--- src/rtl/bsdc_pkg.sv ---
// Shared types and constants of the click detector
`timescale 1ns / 1ps

package bsdc_pkg;

	localparam int CFG_W = 24;
	localparam int IVL_W = 24;
	localparam int CNT_W = 2;

	// register indexes on the configuration port
	localparam logic REG_DEBOUNCE = 1'b0;
	localparam logic REG_DOUBLE   = 1'b1;

	localparam logic [CFG_W-1:0] DEBOUNCE_RST = 24'd10000;
	localparam logic [CFG_W-1:0] DOUBLE_RST   = 24'd1000000;

	localparam logic [CNT_W-1:0] CNT_ZERO = 2'd0;
	localparam logic [CNT_W-1:0] CNT_ONE  = 2'd1;
	localparam logic [CNT_W-1:0] CNT_TWO  = 2'd2;

	typedef struct packed {
		logic             single_click;
		logic             double_click;
		logic [IVL_W-1:0] gap_ticks;
		logic [CNT_W-1:0] clicks_pending;
	} bsdc_result_t;

endpackage

--- src/rtl/bsdc_core.sv ---
// Per-tick debounce, click window and interval state with its update logic
`timescale 1ns / 1ps

module bsdc_core #(
	parameter int TICK_BITS = 24
) (
	input  logic                       clk,
	input  logic                       arst_n,
	input  logic                       step,
	input  logic                       level,
	input  logic [bsdc_pkg::CFG_W-1:0] debounce_ticks,
	input  logic [bsdc_pkg::CFG_W-1:0] double_click_ticks,
	output bsdc_pkg::bsdc_result_t     res
);

	localparam int W  = TICK_BITS;
	// compare width: room for both a tick counter and a register value
	localparam int CW = ((W > bsdc_pkg::CFG_W) ? W : bsdc_pkg::CFG_W) + 1;
	localparam logic [W-1:0]  TMAX    = {W{1'b1}};
	localparam logic [CW-1:0] TMAX_X  = CW'(TMAX);
	localparam logic [CW-1:0] IVL_MAX = CW'({bsdc_pkg::IVL_W{1'b1}});

	logic                       prev_q;
	logic                       deb_act_q;
	logic [W-1:0]               deb_rem_q;
	logic                       win_act_q;
	logic [W-1:0]               win_rem_q;
	logic [bsdc_pkg::CNT_W-1:0] cnt_q;
	logic [W-1:0]               tsc_q;

	logic                       prev_d;
	logic                       deb_act_d;
	logic [W-1:0]               deb_rem_d;
	logic                       win_act_d;
	logic [W-1:0]               win_rem_d;
	logic [bsdc_pkg::CNT_W-1:0] cnt_d;
	logic [W-1:0]               tsc_d;

	// zero loads as one, values above the counter range saturate
	function automatic logic [W-1:0] load_len(input logic [bsdc_pkg::CFG_W-1:0] v);
		logic [CW-1:0] vx;
		vx = CW'(v);
		if (v == '0)
			return W'(1);
		else if (vx > TMAX_X)
			return TMAX;
		else
			return vx[W-1:0];
	endfunction

	always_comb begin
		logic [W-1:0]  tsc_inc;
		logic [W-1:0]  win_dec;
		logic [W-1:0]  deb_dec;
		logic          win_exp;
		logic          deb_exp;
		logic          click;
		logic [CW-1:0] tsc_x;
		logic [bsdc_pkg::CNT_W-1:0] cnt_a;

		res = '0;

		tsc_inc = (tsc_q != TMAX) ? tsc_q + W'(1) : tsc_q;
		tsc_x   = CW'(tsc_inc);
		tsc_d   = tsc_inc;

		// window runs out before any click of this tick
		win_dec   = (win_rem_q != '0) ? win_rem_q - W'(1) : win_rem_q;
		win_exp   = win_act_q && (win_dec == '0);
		win_rem_d = win_act_q ? win_dec : win_rem_q;
		win_act_d = win_act_q && !win_exp;
		cnt_a     = win_exp ? bsdc_pkg::CNT_ZERO : cnt_q;
		res.single_click = win_exp && (cnt_q == bsdc_pkg::CNT_ONE);

		deb_dec   = (deb_rem_q != '0) ? deb_rem_q - W'(1) : deb_rem_q;
		deb_exp   = deb_act_q && (deb_dec == '0);
		deb_rem_d = deb_act_q ? deb_dec : deb_rem_q;
		deb_act_d = deb_act_q && !deb_exp;

		click = deb_exp && !level && (tsc_x > CW'(debounce_ticks));
		cnt_d = cnt_a;
		if (click) begin
			cnt_d = (cnt_a == bsdc_pkg::CNT_TWO) ? cnt_a : cnt_a + bsdc_pkg::CNT_ONE;
			if (cnt_d == bsdc_pkg::CNT_ONE) begin
				win_act_d = 1'b1;
				win_rem_d = load_len(double_click_ticks);
			end else if (tsc_x < CW'(double_click_ticks)) begin
				res.double_click = 1'b1;
				res.gap_ticks    = (tsc_x > IVL_MAX) ? '1 : tsc_x[bsdc_pkg::IVL_W-1:0];
				cnt_d            = bsdc_pkg::CNT_ZERO;
				win_act_d        = 1'b0;
				win_rem_d        = '0;
			end
			tsc_d = '0;
		end

		// an edge on the expiry tick starts a fresh countdown
		if ((level != prev_q) && !deb_act_d) begin
			deb_act_d = 1'b1;
			deb_rem_d = load_len(debounce_ticks);
		end
		prev_d = level;

		res.clicks_pending = cnt_d;
	end

	always_ff @(posedge clk or negedge arst_n) begin
		if (!arst_n) begin
			prev_q    <= 1'b1;
			deb_act_q <= 1'b0;
			deb_rem_q <= '0;
			win_act_q <= 1'b0;
			win_rem_q <= '0;
			cnt_q     <= bsdc_pkg::CNT_ZERO;
			tsc_q     <= TMAX;
		end else if (step) begin
			prev_q    <= prev_d;
			deb_act_q <= deb_act_d;
			deb_rem_q <= deb_rem_d;
			win_act_q <= win_act_d;
			win_rem_q <= win_rem_d;
			cnt_q     <= cnt_d;
			tsc_q     <= tsc_d;
		end
	end

endmodule

--- src/rtl/button_single_double_click_detector_top.sv ---
// Top level of the button debounce and single/double click detector
//
// Each request on the s_axis channel is one time tick carrying the raw
// active-low button level in s_axis_tdata[0]. Every tick gives exactly one
// result on m_axis: single click, double click, the interval between the two
// clicks and the pending click count.
// Registers are written over cfg_wen/cfg_idx/cfg_wdata: index 0 is the
// debounce length, index 1 the double-click window, both in ticks.
// A tick passes through the input register, then through the tick update into
// the output register.
// Throughput is one tick per cycle while the receiver does not stall; the tick
// update is a single pass of counters and compares on the state registers.
// When the receiver stalls, the held result stays on m_axis, one more tick
// is taken into the input register, and s_axis_tready then drops until the
// result is taken.
// Reset clears both registers, sets the configuration to 10000 and 1000000
// ticks, marks the button released and saturates the time since last click.
`timescale 1ns / 1ps

module button_single_double_click_detector_top #(
	parameter int TICK_BITS = 24
) (
	input  logic                       clk,
	input  logic                       arst_n,
	input  logic                       s_axis_tvalid,
	output logic                       s_axis_tready,
	input  logic [7:0]                 s_axis_tdata,  // [0] pin_level, [7:1] zero
	output logic                       m_axis_tvalid,
	input  logic                       m_axis_tready,
	// [0] single_click, [1] double_click, [25:2] gap_ticks,
	// [27:26] clicks_pending, [31:28] zero
	output logic [31:0]                m_axis_tdata,
	input  logic                       cfg_wen,
	input  logic                       cfg_idx,
	input  logic [bsdc_pkg::CFG_W-1:0] cfg_wdata
);

	logic                       in_valid_s1;
	logic                       level_s1;
	logic                       out_valid_q;
	bsdc_pkg::bsdc_result_t     out_q;
	bsdc_pkg::bsdc_result_t     res;
	logic [bsdc_pkg::CFG_W-1:0] debounce_q;
	logic [bsdc_pkg::CFG_W-1:0] double_q;
	logic                       advance;

	// process the held tick whenever the output register is free or draining
	assign advance       = in_valid_s1 && (!out_valid_q || m_axis_tready);
	assign s_axis_tready = !in_valid_s1 || advance;

	always_ff @(posedge clk or negedge arst_n) begin
		if (!arst_n) begin
			debounce_q <= bsdc_pkg::DEBOUNCE_RST;
			double_q   <= bsdc_pkg::DOUBLE_RST;
		end else if (cfg_wen) begin
			case (cfg_idx)
				bsdc_pkg::REG_DEBOUNCE: debounce_q <= cfg_wdata;
				bsdc_pkg::REG_DOUBLE:   double_q   <= cfg_wdata;
				default: ;
			endcase
		end
	end

	always_ff @(posedge clk or negedge arst_n) begin
		if (!arst_n) begin
			in_valid_s1 <= 1'b0;
		end else if (s_axis_tready) begin
			in_valid_s1 <= s_axis_tvalid;
		end
	end

	always_ff @(posedge clk) begin
		if (s_axis_tready && s_axis_tvalid)
			level_s1 <= s_axis_tdata[0];
	end

	bsdc_core #(
		.TICK_BITS(TICK_BITS)
	) u_core (
		.clk               (clk),
		.arst_n            (arst_n),
		.step              (advance),
		.level             (level_s1),
		.debounce_ticks    (debounce_q),
		.double_click_ticks(double_q),
		.res               (res)
	);

	always_ff @(posedge clk or negedge arst_n) begin
		if (!arst_n) begin
			out_valid_q <= 1'b0;
		end else if (advance) begin
			out_valid_q <= 1'b1;
		end else if (m_axis_tready) begin
			out_valid_q <= 1'b0;
		end
	end

	always_ff @(posedge clk) begin
		if (advance)
			out_q <= res;
	end

	assign m_axis_tvalid = out_valid_q;
	assign m_axis_tdata  = {4'b0000, out_q.clicks_pending, out_q.gap_ticks,
		out_q.double_click, out_q.single_click};

endmodule

--- config.mk ---
export PLATFORM = sky130hd
export DESIGN_NAME = button_single_double_click_detector_top
export DESIGN_NICKNAME = d
export VERILOG_FILES = /design/src/rtl/bsdc_pkg.sv /design/src/rtl/bsdc_core.sv /design/src/rtl/button_single_double_click_detector_top.sv
export SDC_FILE = /design/constraint.sdc
export NUM_CORES = 1
export LEC_CHECK = 0
export BUFFER_PORTS_ARGS = -buffer_cell sky130_fd_sc_hd__buf_4
export CAP_MARGIN = 20
export CELL_PAD_IN_SITES_DETAIL_PLACEMENT = 0
export CELL_PAD_IN_SITES_GLOBAL_PLACEMENT = 1
export CORE_MARGIN = 3
export CORE_UTILIZATION = 47
export DETAILED_ROUTE_END_ITERATION = 6
export PLACE_DENSITY = 0.82
export SYNTH_ARGS = -nofsm -noshare
export SYNTH_HDL_FRONTEND = slang
export SYNTH_SLANG_ARGS = --single-unit
--- constraint.sdc ---
create_clock -name clk -period 5.3 [get_ports clk]
set_clock_uncertainty 0.15 [all_clocks]
set_input_delay 0.795 -clock clk [delete_from_list [all_inputs] [get_ports clk]]
set_output_delay 0.795 -clock clk [all_outputs]
set_load 0.01 [all_outputs]
# --- Yosys cells after proc, flatten, opt, wreduce, memory -nomap -nowiden ---
# Cells that the tools add are included.
word_totals:
  regBits: 156
  in_bits: 38
  out_inout_bits: 34
  word_cells: 85
op_classes:
  addsub: 4
  n_lt_le_gt_ge: 2
  eq_ne: 5
  mux: 24
  bitwise_logic: 3
  n_reduce_logical: 31
op_table:
  columns: ["op", "count"]
  rows:
  - ["24-bit 2-to-1 mux", 12]
  - ["24-bit zero test", 4]
  - ["24-bit nonzero test", 2]
  - ["24-bit by 1-bit subtractor with 24-bit output (second input constant)", 2]
  - ["25-bit 2-to-1 mux", 1]
  - ["24-bit by 1-bit adder with 24-bit output (second input constant)", 1]
  - ["24-bit > comparator", 1]
  - ["24-bit less-than comparator", 1]
  - ["24-bit inequality test (second input constant)", 1]
  - ["1-bit logical AND", 10]
  - ["2-bit 2-to-1 mux", 5]
  - ["1-bit zero test", 6]
  - ["1-bit 2-to-1 mux", 6]
  - ["2-bit AND reduction", 3]
  - ["2-bit by 1-bit equality test with 1-bit output (second input constant)", 2]
  - ["2-bit nonzero test", 2]
  - ["1-bit inverter", 3]
  - ["3-bit OR reduction", 1]
  - ["2-bit by 1-bit adder with 2-bit output (second input constant)", 1]
  - ["2-bit equality test (second input constant)", 1]
  - ["1-bit logical OR", 2]
  - ["2-bit OR reduction", 1]
  - ["1-bit inequality test", 1]

# --- Depth between registers and ports, before layout ---
logic_depth:
  word_depth: 10
  mapped_depth: 22
  mapped_depth_nobuf: 18

# --- Modules after synthesis ---
# From an unflattened synthesis, not the netlist that was laid out.
hier_totals:
  hier_cells: 1058
  hier_area_um2: 10369.9
modules_own_cells:
  columns: ["mod", "instances", "cells_each", "area_per_inst_um2", "seq_area_each_um2"]
  rows:
  - ["bsdc_core", 1, 913, 7375.8, 1958.1]
  - ["button_single_double_click_detector_top", 1, 145, 2994.1, 2137.0]

# --- Least setup slack after synthesis ---
# No wires, ideal clock.
synth_timing:
  path_type: "reg-to-reg"
  from: "reg u_core.tsc_q[21]"
  to: "reg u_core.win_rem_q[5]"
  setup_ns: 0.126
  arrival_ns: 4.462
  t_required_ns: 5.024
  slack_ns: 0.562
  path_stages_with_launch: 23
  path_buffers: 4
  synth_period_minus_slack_ns: 4.738
  cell_sequence: "dfstp_2 > clkbuf_1 > nand4_1 > or2_2 > o31ai_1 > or2_2 > nor2_1 > nand3_1 > xor2_1 > inv_1 > ha_1 > and4_1 > nand2_1 > nor3_1 > o31a_1 > nor3_1 > or4b_1 > buf_2 > o21ba_1 > buf_4 > buf_6 > a21oi_1 > a221o_1"
synth_via:
  elab_chain_len: 6
  word_cells_on_any_way: 9
  classes_between: "add/sub (1); order compare (2); eq/ne (1); mux (4); reduce/logical (1)"
synth_rtl:
  columns: ["item", "line_no", "rtl"]
  rows:
  - ["from (decl)", "bsdc_core.sv:29", "logic [W-1:0] tsc_q;"]
  - ["from (signal assigned)", "bsdc_core.sv:123", "tsc_q <= tsc_d;"]
  - ["24-bit by 1-bit adder with 24-bit output / 24-bit inequality test (equally long branches)", "bsdc_core.sv:63", "tsc_inc = (tsc_q != TMAX) ? tsc_q + W'(1) : tsc_q;"]
  - ["24-bit 2-to-1 mux *", "bsdc_core.sv:63", null]
  - ["24-bit less-than comparator", "bsdc_core.sv:87", "end else if (tsc_x < CW'(double_click_ticks)) begin"]
  - ["24-bit 2-to-1 mux", "bsdc_core.sv:87", null]
  - ["24-bit 2-to-1 mux", "bsdc_core.sv:84", "if (cnt_d == bsdc_pkg::CNT_ONE) begin"]
  - ["24-bit 2-to-1 mux *", "bsdc_core.sv:82", "if (click) begin"]
  - ["to (signal assigned)", "bsdc_core.sv:121", "win_rem_q <= win_rem_d;"]
  - ["to (decl)", "bsdc_core.sv:27", "logic [W-1:0] win_rem_q;"]
# Mark *: on every way between the ends. The rest lies on a longest branch, timed or not.
# A chain may end at the register's enable or synchronous reset.

# --- Worst setup path after layout ---
layout_timing:
  from: "reg u_core.tsc_q[21]"
  to: "reg u_core.win_rem_q[18]"
# The elaborated chain is that of the path after synthesis.

==> flow_metrics.py <==
metrics = {
    "status": {
        "status": "finished clean",
    },
    "power_and_ir_drop": {
        "power_density_nw_per_um2": 337.5,
        "ir_drop_v": 0.0002218,
        "cellLeakagePower_nw": 4.713,
    },
    "synthesis": {
        "synthDistinctLibCells": 86,
        "synth_async_sr_flop_share_pct": 81.41,
        "postSynthAreaPerCell_um2": 9.013,
        "ys_warn_count": 0,
        "synthFlopType": "dfrtp_1",
        "synth_edf_count": 29,
        "syn_inst": 1098,
        "syn_area_um2": 9896,
        "ys_seq_area_share_pct": 41.38,
        "ys_seq_elements": 156,
    },
    "place": {
        "dp_cells": 1397,
        "place_congestion": 0.8936,
        "io_buffers": 60,
        "dp_worst_setup_slack_ns": 0.1387,
        "dp_hpwl_um": 21030,
    },
    "setup_path": {
        "reg2reg_depth": 19,
        "path_class": "flop to flop",
        "r2r_setup_slack_ns": 0.30,
        "crit_required_ns": 5.46,
        "r2r_end": "u_core.win_rem_q[18]",
        "endpoint_kind": "flop",
        "critPathArrivalTime_ns": 5.16,
        "worstReg2RegStart": "u_core.tsc_q[21]",
        "worst-path-max-fanout": 17,
        "startpoint_type": "flop",
    },
    "sta": {
        "hold_viol": 0,
        "period_needed_ns": 4.996,
        "slew_headroom_pct": 48.14,
        "setup_viol": 0,
        "worst_slew_pin_slew_ns": 0.7679,
        "finalCritPeriodShare_pct": 94.26,
        "setup_slack_ns": 0.3042,
        "drv_slew": 0,
        "setup_tns_ns": 0,
        "fmax_mhz": 200.2,
        "holdWs_ns": 0.2773,
    },
    "final_layout": {
        "area_growth_pct": 14.10,
        "fillers": 1913,
        "drive_above_1_share_pct": 18.74,
        "postLayoutCoreUtil_pct": 55.27,
        "nNetsFinal": 1239,
        "fin_cells": 1433,
        "antenna_cells": 0,
    },
    "cts": {
        "cts_buffers": 17,
        "ctsHtreeMaxLevel": 4,
        "path_clk_slew_ns": 0.07,
        "cts.sinks": 156,
        "cts_tree": "done",
        "root_buffer": "clkbuf_16",
        "cts_buffer_depth": 2,
        "clock_latency_ns": 0.44,
    },
    "floorplanning": {
        "die_w_um": 151.1,
        "die_h_um": 151.1,
        "fp-row-count": 52,
        "initial_utilization_pct": 48.44,
        "io-pin-count": 72,
        "core-area_um2": 20430,
        "die-area_um2": 22830,
    },
    "routing": {
        "first_pass_iters": 5,
        "via_per_inst": 6.080,
        "routed_wl_um": 28730,
        "vias": 8713,
        "antenna_left": 0,
        "drcViolationCount": 0,
        "drtIter0Drc": 567,
        "routedWlPerCell_um": 20.05,
    },
    "global_route": {
        "track_usage_pct": 26.16,
        "antenna_found_initial": 0,
        "grt_start_max_net_pins": 73,
        "first_global_vias": 8310,
        "grt_pass1_wl_um": 46240,
        "grt-ovfl-total": 0,
    },
    "hold_path": {
        "min_path_type": "primary input to asynchronous set/reset pin",
    },
    "job": {
        "cap_violations": 0,
    },
}
-- power by group --
group	leakage [nW]	switching (mW)	total, mW	internal [mW]
logic	2.67	0.503	0.857	0.354
clock network	0.284	0.568	1.25	0.678
registers	1.76	0.286	1.71	1.42
-- registers in the layout, indices dropped and copies added (netlist names) --
register / cells
u_core.win_act_q: 1
u_core.prev_q: 1
u_core.deb_rem_q: 24
double_q: 24
in_valid_s1: 1
u_core.win_rem_q: 24
u_core.deb_act_q: 1
m_axis_tvalid: 1
m_axis_tdata: 28
u_core.tsc_q: 24
u_core.cnt_q: 2
level_s1: 1
debounce_q: 24
-- through the flow --
step / area, um^2 / total power, mW
global placement: 10600 / 2.537
detailed placement: 10630 / 2.563
global route: 11290 / 4.024
floorplan: 9907 / 2.229
finish: 11290 / 3.810
CTS: 11220 / 3.820
-- final cells by class --
| cell class | count | area, um^2 | area share (%) |
|---|---|---|---|
| Multi-Input combinational cell | 802 | 5259 | 46.58 |
| Sequential cell | 156 | 4095 | 36.27 |
| Timing Repair Buffer | 87 | 688.2 | 6.095 |
| Clock buffer | 18 | 439.2 | 3.890 |
| Tap cell | 270 | 337.8 | 2.992 |
| Inverter | 86 | 322.8 | 2.859 |
| Clock inverter | 14 | 148.9 | 1.319 |
-- worst max-delay path, stage by stage, from the launching register on --
cell     delay (ns)
dfstp_2        0.60
nand4_1        0.12
or2_2          0.38
o31ai_2        0.34
or2_2          0.20
nor2_1         0.06
nand3_1        0.13
xor2_2         0.25
inv_1          0.12
ha_1           0.33
and4_1         0.20
nand2_1        0.07
nor3_2         0.05
a21oi_1        0.22
nand4_1        0.15
or4b_1         0.65
o21ba_1        0.31
buf_12         0.16
a21oi_1        0.07
a211o_1        0.29
-- cell families after synthesis --
| group | count (synthesis) | share of synthesized area, % |
|---|---|---|
| AOI/OAI and AO/OA | 295 | 19.42 |
| xor gates and xnor gates | 26 | 2.301 |
| adders and majority gates | 51 | 6.448 |
| buffers and inverters | 143 | 6.018 |
| DFF | 156 | 41.38 |
| muxes | 29 | 3.275 |
| other | 1 | 0.03790 |
| and+or+nand+nor | 397 | 21.12 |
-- cell usage after synthesis (8+ instances only) --
| cell type | number | area [um^2] |
|---|---|---|
| nor2_1 | 78 | 292.8 |
| dfstp_2 | 37 | 972.2 |
| clkbuf_1 | 34 | 127.6 |
| nor2b_1 | 10 | 62.56 |
| nand2_1 | 111 | 416.7 |
| nor4_1 | 34 | 212.7 |
| edfxtp_1 | 29 | 870.8 |
| buf_2 | 11 | 55.05 |
| nor3_1 | 28 | 140.1 |
| nand4_1 | 26 | 162.7 |
| and4_1 | 8 | 70.07 |
| a21oi_1 | 59 | 295.3 |
| buf_4 | 8 | 60.06 |
| mux2_2 | 27 | 304.0 |
| o31ai_1 | 28 | 210.2 |
| inv_1 | 86 | 322.8 |
| a31oi_1 | 13 | 81.33 |
| dfrtp_1 | 90 | 2252 |
| and2_1 | 9 | 56.30 |
| ha_1 | 51 | 638.1 |
| xnor2_1 | 12 | 105.1 |
| o21ai_0 | 97 | 485.5 |
| xor2_1 | 14 | 122.6 |
| or3_1 | 18 | 112.6 |
| a221o_1 | 17 | 170.2 |
| nand3_1 | 28 | 140.1 |
-- per-layer routing --
metal	up-vias	part of all wire [%]	routed length, um	global-route usage (%)
li1	4152	-	-	-
met1	4215	45	13050	37.64
met2	306	46	13310	41.24
met3	40	6.3	1816	4.458
met4	0	1.9	549	6.573
met5	-	0	0	0
-- placed cells by master, fill, tap and decap left out, types with 8 or more instances in the layout --
cell type,synthesis,final
buf_4,8,83
nand2_1,111,110
edfxtp_1,29,29
a31oi_1,13,13
o21ai_0,97,96
ha_1,51,51
nor4_1,34,33
a221o_1,17,17
mux2_2,27,27
xor2_1,14,13
and4_1,8,8
nor3_1,28,26
nor2b_1,10,9
and2_1,9,9
xnor2_1,12,12
a21oi_1,59,59
dfstp_2,37,37
nand3_1,28,27
nand4_1,26,26
inv_1,86,85
clkbuf_16,0,17
nor2_1,78,78
or3_1,18,18
o31ai_1,28,27
dfrtp_1,90,90
-- how the worst max path moves through the flow --
| stage | from | slack [ns] | endpoint |
|---|---|---|---|
| after floorplan | u_core.tsc_q[21] | 0.56 | u_core.win_rem_q[5] |
| after detailed placement | u_core.tsc_q[2] | 0.14 | u_core.win_rem_q[9] |
| after global placement | u_core.tsc_q[2] | 0.23 | u_core.win_rem_q[18] |
| after CTS | u_core.tsc_q[2] | 0.07 | u_core.win_rem_q[18] |
| final | u_core.tsc_q[21] | 0.30 | u_core.win_rem_q[18] |
| after global routing | u_core.tsc_q[0] | -0.006 | u_core.win_rem_q[20] |
-- repair_timing --
item                       CTS  global route
gates resized for setup      0             6
hold buffers                 0             0
hold endpoints to repair     0             0
setup endpoints to repair    0            63
buffers inserted             0             3
Note: power is estimated with default switching activity, not from simulation.
